$ cat src/hw/rtl/tlvp_pkg.sv
// Shared types, constants and tag decoding for the tagged line value parser.
package tlvp_pkg;

    localparam logic [7:0] BYTE_LF        = 8'h0A;
    localparam logic [7:0] BYTE_PRINT_MIN = 8'h20;
    localparam logic [7:0] BYTE_SPACE     = 8'h20;
    localparam int         VALUE_SKIP     = 2;
    localparam int         MIN_LINE       = 3;

    localparam logic [2:0] KEY_VOLTAGE = 3'd0;
    localparam logic [2:0] KEY_CURRENT = 3'd1;
    localparam logic [2:0] KEY_POWER   = 3'd2;
    localparam logic [2:0] KEY_CHARGE  = 3'd3;
    localparam logic [2:0] KEY_ENERGY  = 3'd4;
    localparam logic [2:0] KEY_TIME    = 3'd5;

    typedef enum logic [1:0] {
        ST_IDLE,
        ST_DATA,
        ST_TAIL
    } state_t;

    typedef struct packed {
        logic       ok;
        logic [2:0] code;
    } tag_t;

    typedef struct packed {
        logic [2:0] key_code;
        logic [7:0] char_value;
        logic       last;
    } out_word_t;

    function automatic tag_t tag_decode(input logic [7:0] c);
        tag_t t;
        t.ok   = 1'b1;
        t.code = KEY_VOLTAGE;
        case (c)
            8'h55: t.code = KEY_VOLTAGE;
            8'h49: t.code = KEY_CURRENT;
            8'h50: t.code = KEY_POWER;
            8'h43: t.code = KEY_CHARGE;
            8'h45: t.code = KEY_ENERGY;
            8'h74: t.code = KEY_TIME;
            default: t.ok = 1'b0;
        endcase
        return t;
    endfunction

endpackage

$ cat src/hw/rtl/tlvp_ram.sv
// Generic simple dual-port RAM with registered read.
module tlvp_ram #(
    parameter int WIDTH = 8,
    parameter int DEPTH = 20
) (
    input  logic                     aclk,
    input  logic                     we,
    input  logic [$clog2(DEPTH)-1:0] waddr,
    input  logic [WIDTH-1:0]         wdata,
    input  logic                     re,
    input  logic [$clog2(DEPTH)-1:0] raddr,
    output logic [WIDTH-1:0]         rdata
);

    logic [WIDTH-1:0] mem [DEPTH];
    logic [WIDTH-1:0] rdata_reg;

    always_ff @(posedge aclk) begin
        if (we) begin
            mem[waddr] <= wdata;
        end
        if (re) begin
            rdata_reg <= mem[raddr];
        end
    end

    assign rdata = rdata_reg;

endmodule

$ cat src/hw/rtl/tlvp_ctrl.sv
// Line fill control, readout sequencer and output word register.
module tlvp_ctrl #(
    parameter int LINE_LEN      = 20,
    parameter int VALUE_MAX_LEN = 20,
    localparam int AW = $clog2(LINE_LEN),
    localparam int FW = $clog2(LINE_LEN + 1)
) (
    input  logic                aclk,
    input  logic                aresetn,
    input  logic                s_valid,
    output logic                s_ready,
    input  logic [7:0]          s_rx_byte,
    output logic                m_valid,
    input  logic                m_ready,
    output tlvp_pkg::out_word_t m_word,
    output logic                ram_we,
    output logic [AW-1:0]       ram_waddr,
    output logic [7:0]          ram_wdata,
    output logic                ram_re,
    output logic [AW-1:0]       ram_raddr,
    input  logic [7:0]          ram_rdata
);

    tlvp_pkg::state_t    state_reg, state_next;
    logic [FW-1:0]       fill_reg, fill_next;
    logic [FW-1:0]       rd_idx_reg, rd_idx_next;
    logic [FW-1:0]       rd_end_reg, rd_end_next;
    logic [2:0]          key_reg, key_next;
    logic                tag_ok_reg, tag_ok_next;
    logic                m_valid_reg;
    tlvp_pkg::out_word_t m_word_reg;

    logic                accept, is_lf, is_print, emit_line, slot_free, rd_more, load;
    logic [FW-1:0]       rd_idx_inc, line_end;
    tlvp_pkg::out_word_t load_word;
    tlvp_pkg::tag_t      tag;

    assign accept     = s_valid && s_ready;
    assign is_lf      = (s_rx_byte == tlvp_pkg::BYTE_LF);
    assign is_print   = (s_rx_byte >= tlvp_pkg::BYTE_PRINT_MIN);
    assign emit_line  = tag_ok_reg && (int'(fill_reg) >= tlvp_pkg::MIN_LINE);
    assign slot_free  = !m_valid_reg || m_ready;
    assign rd_idx_inc = rd_idx_reg + FW'(1);
    assign rd_more    = (rd_idx_inc < rd_end_reg);
    assign line_end   = (int'(fill_reg) > VALUE_MAX_LEN) ? FW'(VALUE_MAX_LEN) : fill_reg;
    assign tag        = tlvp_pkg::tag_decode(s_rx_byte);

    // next state
    always_comb begin
        state_next = state_reg;
        case (state_reg)
            tlvp_pkg::ST_IDLE: begin
                if (accept && is_lf && emit_line) begin
                    state_next = tlvp_pkg::ST_DATA;
                end
            end
            tlvp_pkg::ST_DATA: begin
                if (slot_free && !rd_more) begin
                    state_next = tlvp_pkg::ST_TAIL;
                end
            end
            tlvp_pkg::ST_TAIL: begin
                if (slot_free) begin
                    state_next = tlvp_pkg::ST_IDLE;
                end
            end
            default: state_next = tlvp_pkg::ST_IDLE;
        endcase
    end

    // outputs and datapath controls
    always_comb begin
        s_ready     = 1'b0;
        ram_we      = 1'b0;
        ram_re      = 1'b0;
        ram_raddr   = rd_idx_inc[AW-1:0];
        load        = 1'b0;
        load_word   = '{key_code: key_reg, char_value: ram_rdata, last: 1'b0};
        fill_next   = fill_reg;
        rd_idx_next = rd_idx_reg;
        rd_end_next = rd_end_reg;
        key_next    = key_reg;
        tag_ok_next = tag_ok_reg;
        case (state_reg)
            tlvp_pkg::ST_IDLE: begin
                s_ready = 1'b1;
                if (accept) begin
                    if (is_lf) begin
                        fill_next   = '0;
                        rd_idx_next = FW'(tlvp_pkg::VALUE_SKIP);
                        rd_end_next = line_end;
                        ram_re      = emit_line;
                        ram_raddr   = AW'(tlvp_pkg::VALUE_SKIP);
                    end else if (is_print && (fill_reg < FW'(LINE_LEN))) begin
                        ram_we    = 1'b1;
                        fill_next = fill_reg + FW'(1);
                        if (fill_reg == '0) begin
                            key_next    = tag.code;
                            tag_ok_next = tag.ok;
                        end
                    end
                end
            end
            tlvp_pkg::ST_DATA: begin
                if (slot_free) begin
                    load = 1'b1;
                    if (rd_more) begin
                        ram_re      = 1'b1;
                        rd_idx_next = rd_idx_inc;
                    end
                end
            end
            tlvp_pkg::ST_TAIL: begin
                if (slot_free) begin
                    load      = 1'b1;
                    load_word = '{key_code: key_reg, char_value: tlvp_pkg::BYTE_SPACE,
                                  last: 1'b1};
                end
            end
            default: ;
        endcase
    end

    assign ram_waddr = fill_reg[AW-1:0];
    assign ram_wdata = s_rx_byte;

    always_ff @(posedge aclk) begin
        if (!aresetn) begin
            state_reg   <= tlvp_pkg::ST_IDLE;
            fill_reg    <= '0;
            tag_ok_reg  <= 1'b0;
            m_valid_reg <= 1'b0;
        end else begin
            state_reg  <= state_next;
            fill_reg   <= fill_next;
            tag_ok_reg <= tag_ok_next;
            if (load) begin
                m_valid_reg <= 1'b1;
            end else if (m_ready) begin
                m_valid_reg <= 1'b0;
            end
        end
    end

    always_ff @(posedge aclk) begin
        rd_idx_reg <= rd_idx_next;
        rd_end_reg <= rd_end_next;
        key_reg    <= key_next;
        if (load) begin
            m_word_reg <= load_word;
        end
    end

    assign m_valid = m_valid_reg;
    assign m_word  = m_word_reg;

endmodule

$ cat src/hw/rtl/tagged_line_value_parser.sv
// Top level of the tagged line value parser.
// Input channel s_*: one received byte per word on s_rx_byte. Printable bytes
// (0x20 and up) fill a line store of LINE_LEN entries; extra bytes are dropped,
// other control bytes are ignored. A line feed (0x0A) closes the line.
// Output channel m_*: on a line feed after a line of three or more characters
// whose first is U, I, P, C, E or t, the characters from position 2 on come out
// one per word with m_key_code set, at most VALUE_MAX_LEN-2 of them, followed
// by a space word with m_last high. Other lines produce no words.
// Timing: a line feed's first word passes the RAM read register and then the
// output register; further words follow one per cycle while m_ready is high,
// and the space word comes last. The line store RAM delivers one character
// per cycle unless the output stalls. s_ready is low while a line is read out.
// Reset (aresetn low, synchronous) empties the line and drops any pending
// output word. When m_ready is low the output register holds its word and
// readout pauses; a byte can be taken while the last word waits.
module tagged_line_value_parser #(
    parameter int LINE_LEN      = 20,
    parameter int VALUE_MAX_LEN = 20
) (
    input  logic       aclk,
    input  logic       aresetn,
    input  logic       s_valid,
    output logic       s_ready,
    input  logic [7:0] s_rx_byte,
    output logic       m_valid,
    input  logic       m_ready,
    output logic [2:0] m_key_code,
    output logic [7:0] m_char_value,
    output logic       m_last
);

    localparam int AW = $clog2(LINE_LEN);

    logic                ram_we, ram_re;
    logic [AW-1:0]       ram_waddr, ram_raddr;
    logic [7:0]          ram_wdata, ram_rdata;
    tlvp_pkg::out_word_t m_word;

    tlvp_ram #(
        .WIDTH (8),
        .DEPTH (LINE_LEN)
    ) u_line_ram (
        .aclk  (aclk),
        .we    (ram_we),
        .waddr (ram_waddr),
        .wdata (ram_wdata),
        .re    (ram_re),
        .raddr (ram_raddr),
        .rdata (ram_rdata)
    );

    tlvp_ctrl #(
        .LINE_LEN      (LINE_LEN),
        .VALUE_MAX_LEN (VALUE_MAX_LEN)
    ) u_ctrl (
        .aclk      (aclk),
        .aresetn   (aresetn),
        .s_valid   (s_valid),
        .s_ready   (s_ready),
        .s_rx_byte (s_rx_byte),
        .m_valid   (m_valid),
        .m_ready   (m_ready),
        .m_word    (m_word),
        .ram_we    (ram_we),
        .ram_waddr (ram_waddr),
        .ram_wdata (ram_wdata),
        .ram_re    (ram_re),
        .ram_raddr (ram_raddr),
        .ram_rdata (ram_rdata)
    );

    assign m_key_code   = m_word.key_code;
    assign m_char_value = m_word.char_value;
    assign m_last       = m_word.last;

endmodule
$ cat config.mk
export PLATFORM = sky130hd
export DESIGN_NAME = tagged_line_value_parser
export DESIGN_NICKNAME = d
export VERILOG_FILES = /design/src/hw/rtl/tlvp_pkg.sv /design/src/hw/rtl/tlvp_ram.sv /design/src/hw/rtl/tlvp_ctrl.sv /design/src/hw/rtl/tagged_line_value_parser.sv
export SDC_FILE = /design/constraint.sdc
export NUM_CORES = 1
export LEC_CHECK = 0
export BUFFER_PORTS_ARGS = -buffer_cell sky130_fd_sc_hd__buf_2
export CAP_MARGIN = 20
export CELL_PAD_IN_SITES_DETAIL_PLACEMENT = 1
export CELL_PAD_IN_SITES_GLOBAL_PLACEMENT = 2
export CORE_ASPECT_RATIO = 0.9
export CORE_MARGIN = 1.5
export CORE_UTILIZATION = 51
export CTS_BUF_LIST = sky130_fd_sc_hd__clkbuf_4 sky130_fd_sc_hd__clkbuf_8 sky130_fd_sc_hd__clkbuf_16
export DETAILED_ROUTE_END_ITERATION = 6
export GPL_TIMING_DRIVEN = 0
export HOLD_SLACK_MARGIN = 0.08
export PLACE_DENSITY = 0.9
export SETUP_SLACK_MARGIN = 0.1
export SYNTH_ARGS = -nofsm -noshare
export SYNTH_HDL_FRONTEND = slang
export SYNTH_HIERARCHICAL = 1
export SYNTH_SLANG_ARGS = --single-unit
$ cat constraint.sdc
create_clock -name aclk -period 7.56 [get_ports aclk]
set_clock_uncertainty 0.05 [all_clocks]
set_input_delay 1.512 -clock aclk [delete_from_list [all_inputs] [get_ports aclk]]
set_output_delay 1.512 -clock aclk [all_outputs]
set_load 0.01 [all_outputs]
After elaboration in Yosys (flattened, before gate mapping)
Memories as Yosys holds them, arrays and structs flattened. A register that Yosys moved wholly into a read port is not among the register bits.
Cells that the tools add are included.
{"block": "op_classes", "add_sub_neg": 2, "n_lt_le_gt_ge": 5, "eq_ne": 16, "muxes": 34, "bitwise": 1, "n_reduce_logical": 21}
{"operator": "$eq 8x7->1 const B", "count": 6}
{"operator": "$mux 5", "count": 9}
{"operator": "$mux 9", "count": 2}
{"operator": "$mux 1", "count": 16}
{"operator": "$pmux 3 s5", "count": 1}
{"operator": "$ne 2x1->1 const B", "count": 7}
{"operator": "$add 5x1->5 const B", "count": 2}
{"operator": "$pmux 5 s2", "count": 1}
{"operator": "$reduce_and 5->1", "count": 2}
{"operator": "$reduce_and 3->1", "count": 3}
{"operator": "$eq 8x4->1 const B", "count": 1}
{"operator": "$ge 8x6->1 const B", "count": 1}
{"operator": "$logic_and 1x1->1", "count": 6}
{"operator": "$mux 2", "count": 3}
{"operator": "$pmux 2 s3", "count": 1}
{"operator": "$reduce_bool 2->1", "count": 3}
{"operator": "$reduce_or 6->1", "count": 1}
{"operator": "$ge 5x2->1 const B", "count": 1}
{"operator": "$gt 5x5->1 const B", "count": 1}
{"operator": "$logic_not 5->1", "count": 1}
{"operator": "$lt 5x5->1", "count": 1}
{"operator": "$lt 5x5->1 const B", "count": 1}
{"operator": "$eq 2x1->1 const B", "count": 1}
{"operator": "$eq 2x2->1 const B", "count": 1}
{"operator": "other kinds (6)", "count": 7}
{"block": "totals", "reg_bits": 34, "ram_bits": 160, "inputBits": 12, "out_inout_bits": 14, "wordCells": 90, "memories": 1}
{"name": "u_line_ram.mem", "depth": 20, "width": 8, "rd": 1, "rd_clocked_by_memory_dff": 1, "wr": 1, "line": "tlvp_ram.sv:15", "source": "logic [WIDTH-1:0] mem [DEPTH];"}

Depth between registers and ports, before layout
{"block": "depth", "word_depth": 8, "mapped_depth": 13}

Cells and area by module
The synthesis kept the hierarchy.
{"module": "tlvp_ram", "instances": 1, "cells_per_inst": 308, "area_each_um2": 6562.5, "seq_area_each_um2": 5044.8}
{"module": "tlvp_ctrl", "instances": 1, "cells_per_inst": 181, "area_each_um2": 1870.5, "seq_area_each_um2": 930.9}

Least setup slack after synthesis
No wires, ideal clock.
{"block": "synth_path", "path_kind": "input to register", "from": "input port s_rx_byte[0]", "to": "register u_line_ram.rdata_reg[7], in the netlist u_line_ram/rdata[7] (read register of u_line_ram.mem) (data pin)", "setup_time_ns": 0.271, "arrival_time_ns": 3.315, "required_ns": 7.239, "slack_ns": 3.925, "stages": 9, "path_buffers": 2, "path_cell_list": "buf_6 nor3b_1 and4b_1 buf_2 nor2_1 mux4_1 mux2_2 a221oi_2 a21oi_1"}
{"block": "synth_between", "elab_chain_len": 4, "elab_cells_between_ends": 7, "classes_between": "1 x eq/ne; 6 x mux"}
{"item": "from (decl)", "line": "tagged_line_value_parser.sv:24", "source": "input logic [7:0] s_rx_byte,"}
{"item": "$eq 8x4->1", "line": "tlvp_ctrl.sv:39", "source": "assign is_lf = (s_rx_byte == tlvp_pkg::BYTE_LF);"}
{"item": "$mux 5", "line": "tlvp_ctrl.sv:88", "source": "if (is_lf) begin"}
{"item": "$mux 5", "line": "tlvp_ctrl.sv:87", "source": "if (accept) begin"}
{"item": "$mux 5", "line": "tlvp_ctrl.sv:84", "source": "case (state_reg)"}
{"item": "via ram_raddr[0]", "line": "tagged_line_value_parser.sv:35", "source": "logic [AW-1:0] ram_waddr, ram_raddr;"}
{"item": "to (decl)", "line": "tlvp_ram.sv:16", "source": "logic [WIDTH-1:0] rdata_reg;"}
The timed path passes the listed nets, and every way through them passes these cells.
A chain may end at the register's enable or synchronous reset.

Worst setup path after layout
{"block": "layout_path", "from": "input port s_rx_byte[1]", "to": "register u_line_ram.rdata_reg[3], in the netlist u_line_ram/rdata[3] (read register of u_line_ram.mem) (data pin)"}
The elaborated chain is that of the path after synthesis.

==> run_results.csv <==
group,metric,value,unit
logic_synthesis,synth_top_area_frac,0.687,
pwr,p_int,1810,uW
place,portBuffers,24,
place,gp_congestion,0.808,
timing,hold_ws,0.380,ns
flow_run,drv_cap,0,
worst_setup_path,startpoint_type,"primary input",
logic_synthesis,ys_warn_count,6,
final_layout,syn_to_final_growth,12.0,%
timing,setup_viol,0,
pwr,clkPwrFrac,0.426,
place,dp_hpwl,12.8,mm
die,die_y,125,um
global_routing,grt_pass1_vias,4856,
worst_setup_path,cp_common_cell,"buf_2",
logic_synthesis,synthTopCellsByArea,"edfxtp_1 69%, mux4_2 5.6%, mux4_1 3.4%",
logic_synthesis,synth_async_sr_flop_share,0,
worst_setup_path,critPathArrivalTime,4.11,ns
worst_setup_path,critical_path.startpoint,"s_rx_byte[1]",
clock_tree,cts_hold_buf,0,
final_layout,layout_common_cells,"193 x edfxtp_1, 35 x nor2_1, 27 x buf_2",
logic_synthesis,syn_nets,511,
die,die_area,17300,um2
clock_tree,htree_num_levels,1,
clock_tree,clockBufferDepth,3,
clock_tree,cts.sinks,202,
clock_tree,clk_pin_slew,0.06,ns
clock_tree,clock_latency,0.49,ns
pwr,switching_share,0.194,
logic_synthesis,yosysUniqueCellTypes,55,
die,die_w,139,um
worst_setup_path,rrSetupSlack,4.06,ns
pwr,seqPwrFrac,0.551,
routing,drt-total-wl,19.2,mm
hold_path,holdCritPathClass,"flip-flop to flip-flop",
clock_tree,cts_setup_buffers,0,
routing,drc,0,
logic_synthesis,syn_avg_cell_area,17.2,um2
pwr,ir_worst_vdd,0.159,mV
worst_setup_path,max_stage_delay,0.66,ns
logic_synthesis,ys_seq_area_frac,0.709,
worst_setup_path,critPathKind,"primary input to flip-flop",
final_layout,final_common_cell,"edfxtp_1",
worst_setup_path,end_kind,"flip-flop",
logic_synthesis,synthesis.area,8430,um2
die,rows,44,
pwr,p_sw,436,uW
worst_setup_path,crit_fanout,10,
clock_tree,clock-root-buffer,"clkbuf_16",
worst_setup_path,cp_data_required_time,7.71,ns
global_routing,grtUsageTotal,0.227,
routing,final_antenna_net_count,0,
clock_tree,numCtsBuffers,21,
routing,wl_per_cell,25.4,um
worst_setup_path,cp.buffers_inverters,4,
final_layout,register_area,5980,um2
worst_setup_path,cpMaxStageDelayCell,"mux4_1",
routing,vias,4593,
final_layout,drive_gt1_frac,0.199,
hold_path,hp-start,"u_ctrl/key_reg[2]",
pwr,p_leak,0.00330,uW
global_routing,grt_pass1_wl,29.6,mm
logic_synthesis,synth_area_leader_cell,"edfxtp_1",
global_routing,grt_overflow_total,0,
pwr,p_per_area,238,nW/um2
timing,slew_violations,0,
global_routing,antenna_found_initial,0,
pwr,combPwrFrac,0.024,
timing,rsz0062_at_grt,"no",
final_layout,num-nets-final,559,
logic_synthesis,synth_ff_type,"edfxtp_1",
die,pin_count,26,
die,core-area,16100,um2
logic_synthesis,synthCells,489,
worst_setup_path,cpLargestDelayFamily,"buffers and inverters",
final_layout,nFillCells,1476,
clock_tree,cts.repair.resized,0,
worst_setup_path,r2r-start,"u_ctrl/state_reg[0]",
worst_setup_path,crit_chain,"buf_2 -> nor3b_1 -> and4b_1 -> buf_2 -> nor2_1 -> buf_6 -> buf_8 -> mux4_1 -> o21ai_0 -> o211ai_1",
timing,relSlewSlack,0.362,
routing,first_iter_violations,386,
timing,fin_crit,3.96,ns
global_routing,grt_max_degree,21,
timing,fmax,0.253,GHz
final_layout,multi_input_area,2180,um2
clock_tree,cts_tree,"yes",
timing,fin_tns_setup,0,ns
final_layout,largest_register_ffs,160,
logic_synthesis,synth_edf_count,193,
final_layout,n_antenna_cell,0,
timing,timing.final.hold_violations,0,
routing,drt_first_pass_iters,4,
timing,post-route-period-util,0.523,
die,initial_core_util,0.523,
logic_synthesis,ys_seq_elements,202,
routing,vias_per_cell,6.08,
run_status,status,"finished, final reports clean",
timing,worst_slew_pin_slew,0.954,ns
-- cell families (layout without fill, tap and decap cells) --
| logic type | Yosys count | count (layout) | synth area share |
|---|---|---|---|
| and+or+nand+nor | 122 | 122 | 0.0773 |
| DFF | 202 | 202 | 0.709 |
| buffers and inverters | 42 | 101 | 0.0328 |
| AOI/OAI and AO/OA | 53 | 53 | 0.0432 |
| adders and majority gates | 10 | 10 | 0.0148 |
| xor gates and xnor gates | 3 | 3 | 0.00312 |
| muxes | 57 | 57 | 0.120 |
-- cell usage after synthesis, types with 3 or more instances --
library cell  number
and2_1            13
o21ai_1            6
xor2_1             3
dfxtp_1            9
nand3_1            6
o211ai_1           7
nand2_1           22
clkbuf_1           5
nor3b_1            5
mux4_2            21
ha_1              10
mux2i_1           24
nand2b_1           6
buf_4              9
nor2b_1           13
a221oi_1           7
nor2_1            35
o21ai_0           10
mux4_1            11
nand3b_1           4
edfxtp_1         193
buf_2              3
a21oi_1            8
inv_1             14
buf_6              5
-- final timing paths --
path	depth (start not counted)	endpoint
worst min register to register	0	u_ctrl/m_word[11]
worst min-delay path	0	u_ctrl/m_word[11]
worst max register to register	11	u_line_ram/rdata[3]
worst max-delay path	10	u_line_ram/rdata[3]
-- power by group through the flow --
| stage | Clock (uW) | Sequential [uW] | Combinational (uW) |
|---|---|---|---|
| floorplan | 0 | 1260 | 29.9 |
| global placement | 0 | 1260 | 49.1 |
| detailed placement | 0 | 1260 | 52.9 |
| CTS | 973 | 1240 | 53.3 |
| global route | 1020 | 1240 | 57.1 |
| finish | 956 | 1240 | 52.8 |
-- per-stage QoR --
| stage | setup WS [ns] | power (uW) | std cells | area [um2] | util |
|---|---|---|---|---|---|
| after global routing | 3.50 | 2310 | 755 | 9440 | 0.585 |
| after detailed placement | 3.08 | 1310 | 721 | 8820 | 0.547 |
| final | 3.60 | 2250 | 755 | 9440 | 0.585 |
| after global placement | 3.18 | 1310 | 720 | 8810 | 0.546 |
| after CTS | 3.58 | 2260 | 755 | 9440 | 0.585 |
| after floorplan | 3.92 | 1290 | 489 | 8430 | - |
-- per-layer routing --
layer	track usage	up-vias	part of all wire
met5	0	-	0
met4	0.0576	0	0.022
met3	0.0391	37	0.059
met2	0.369	138	0.48
met1	0.324	2410	0.44
li1	-	2008	-
-- cell type report --
class / count / area share
clock inverter: 7 / 0.00570
inverter: 15 / 0.00596
tap: 207 / 0.0274
buffer: 27 / 0.0233
timing repair buffer: 25 / 0.0135
sequential: 202 / 0.633
clock buffer: 27 / 0.0604
multi-input combinational: 245 / 0.231
No activity file was read; power rests on OpenSTA's default activity.
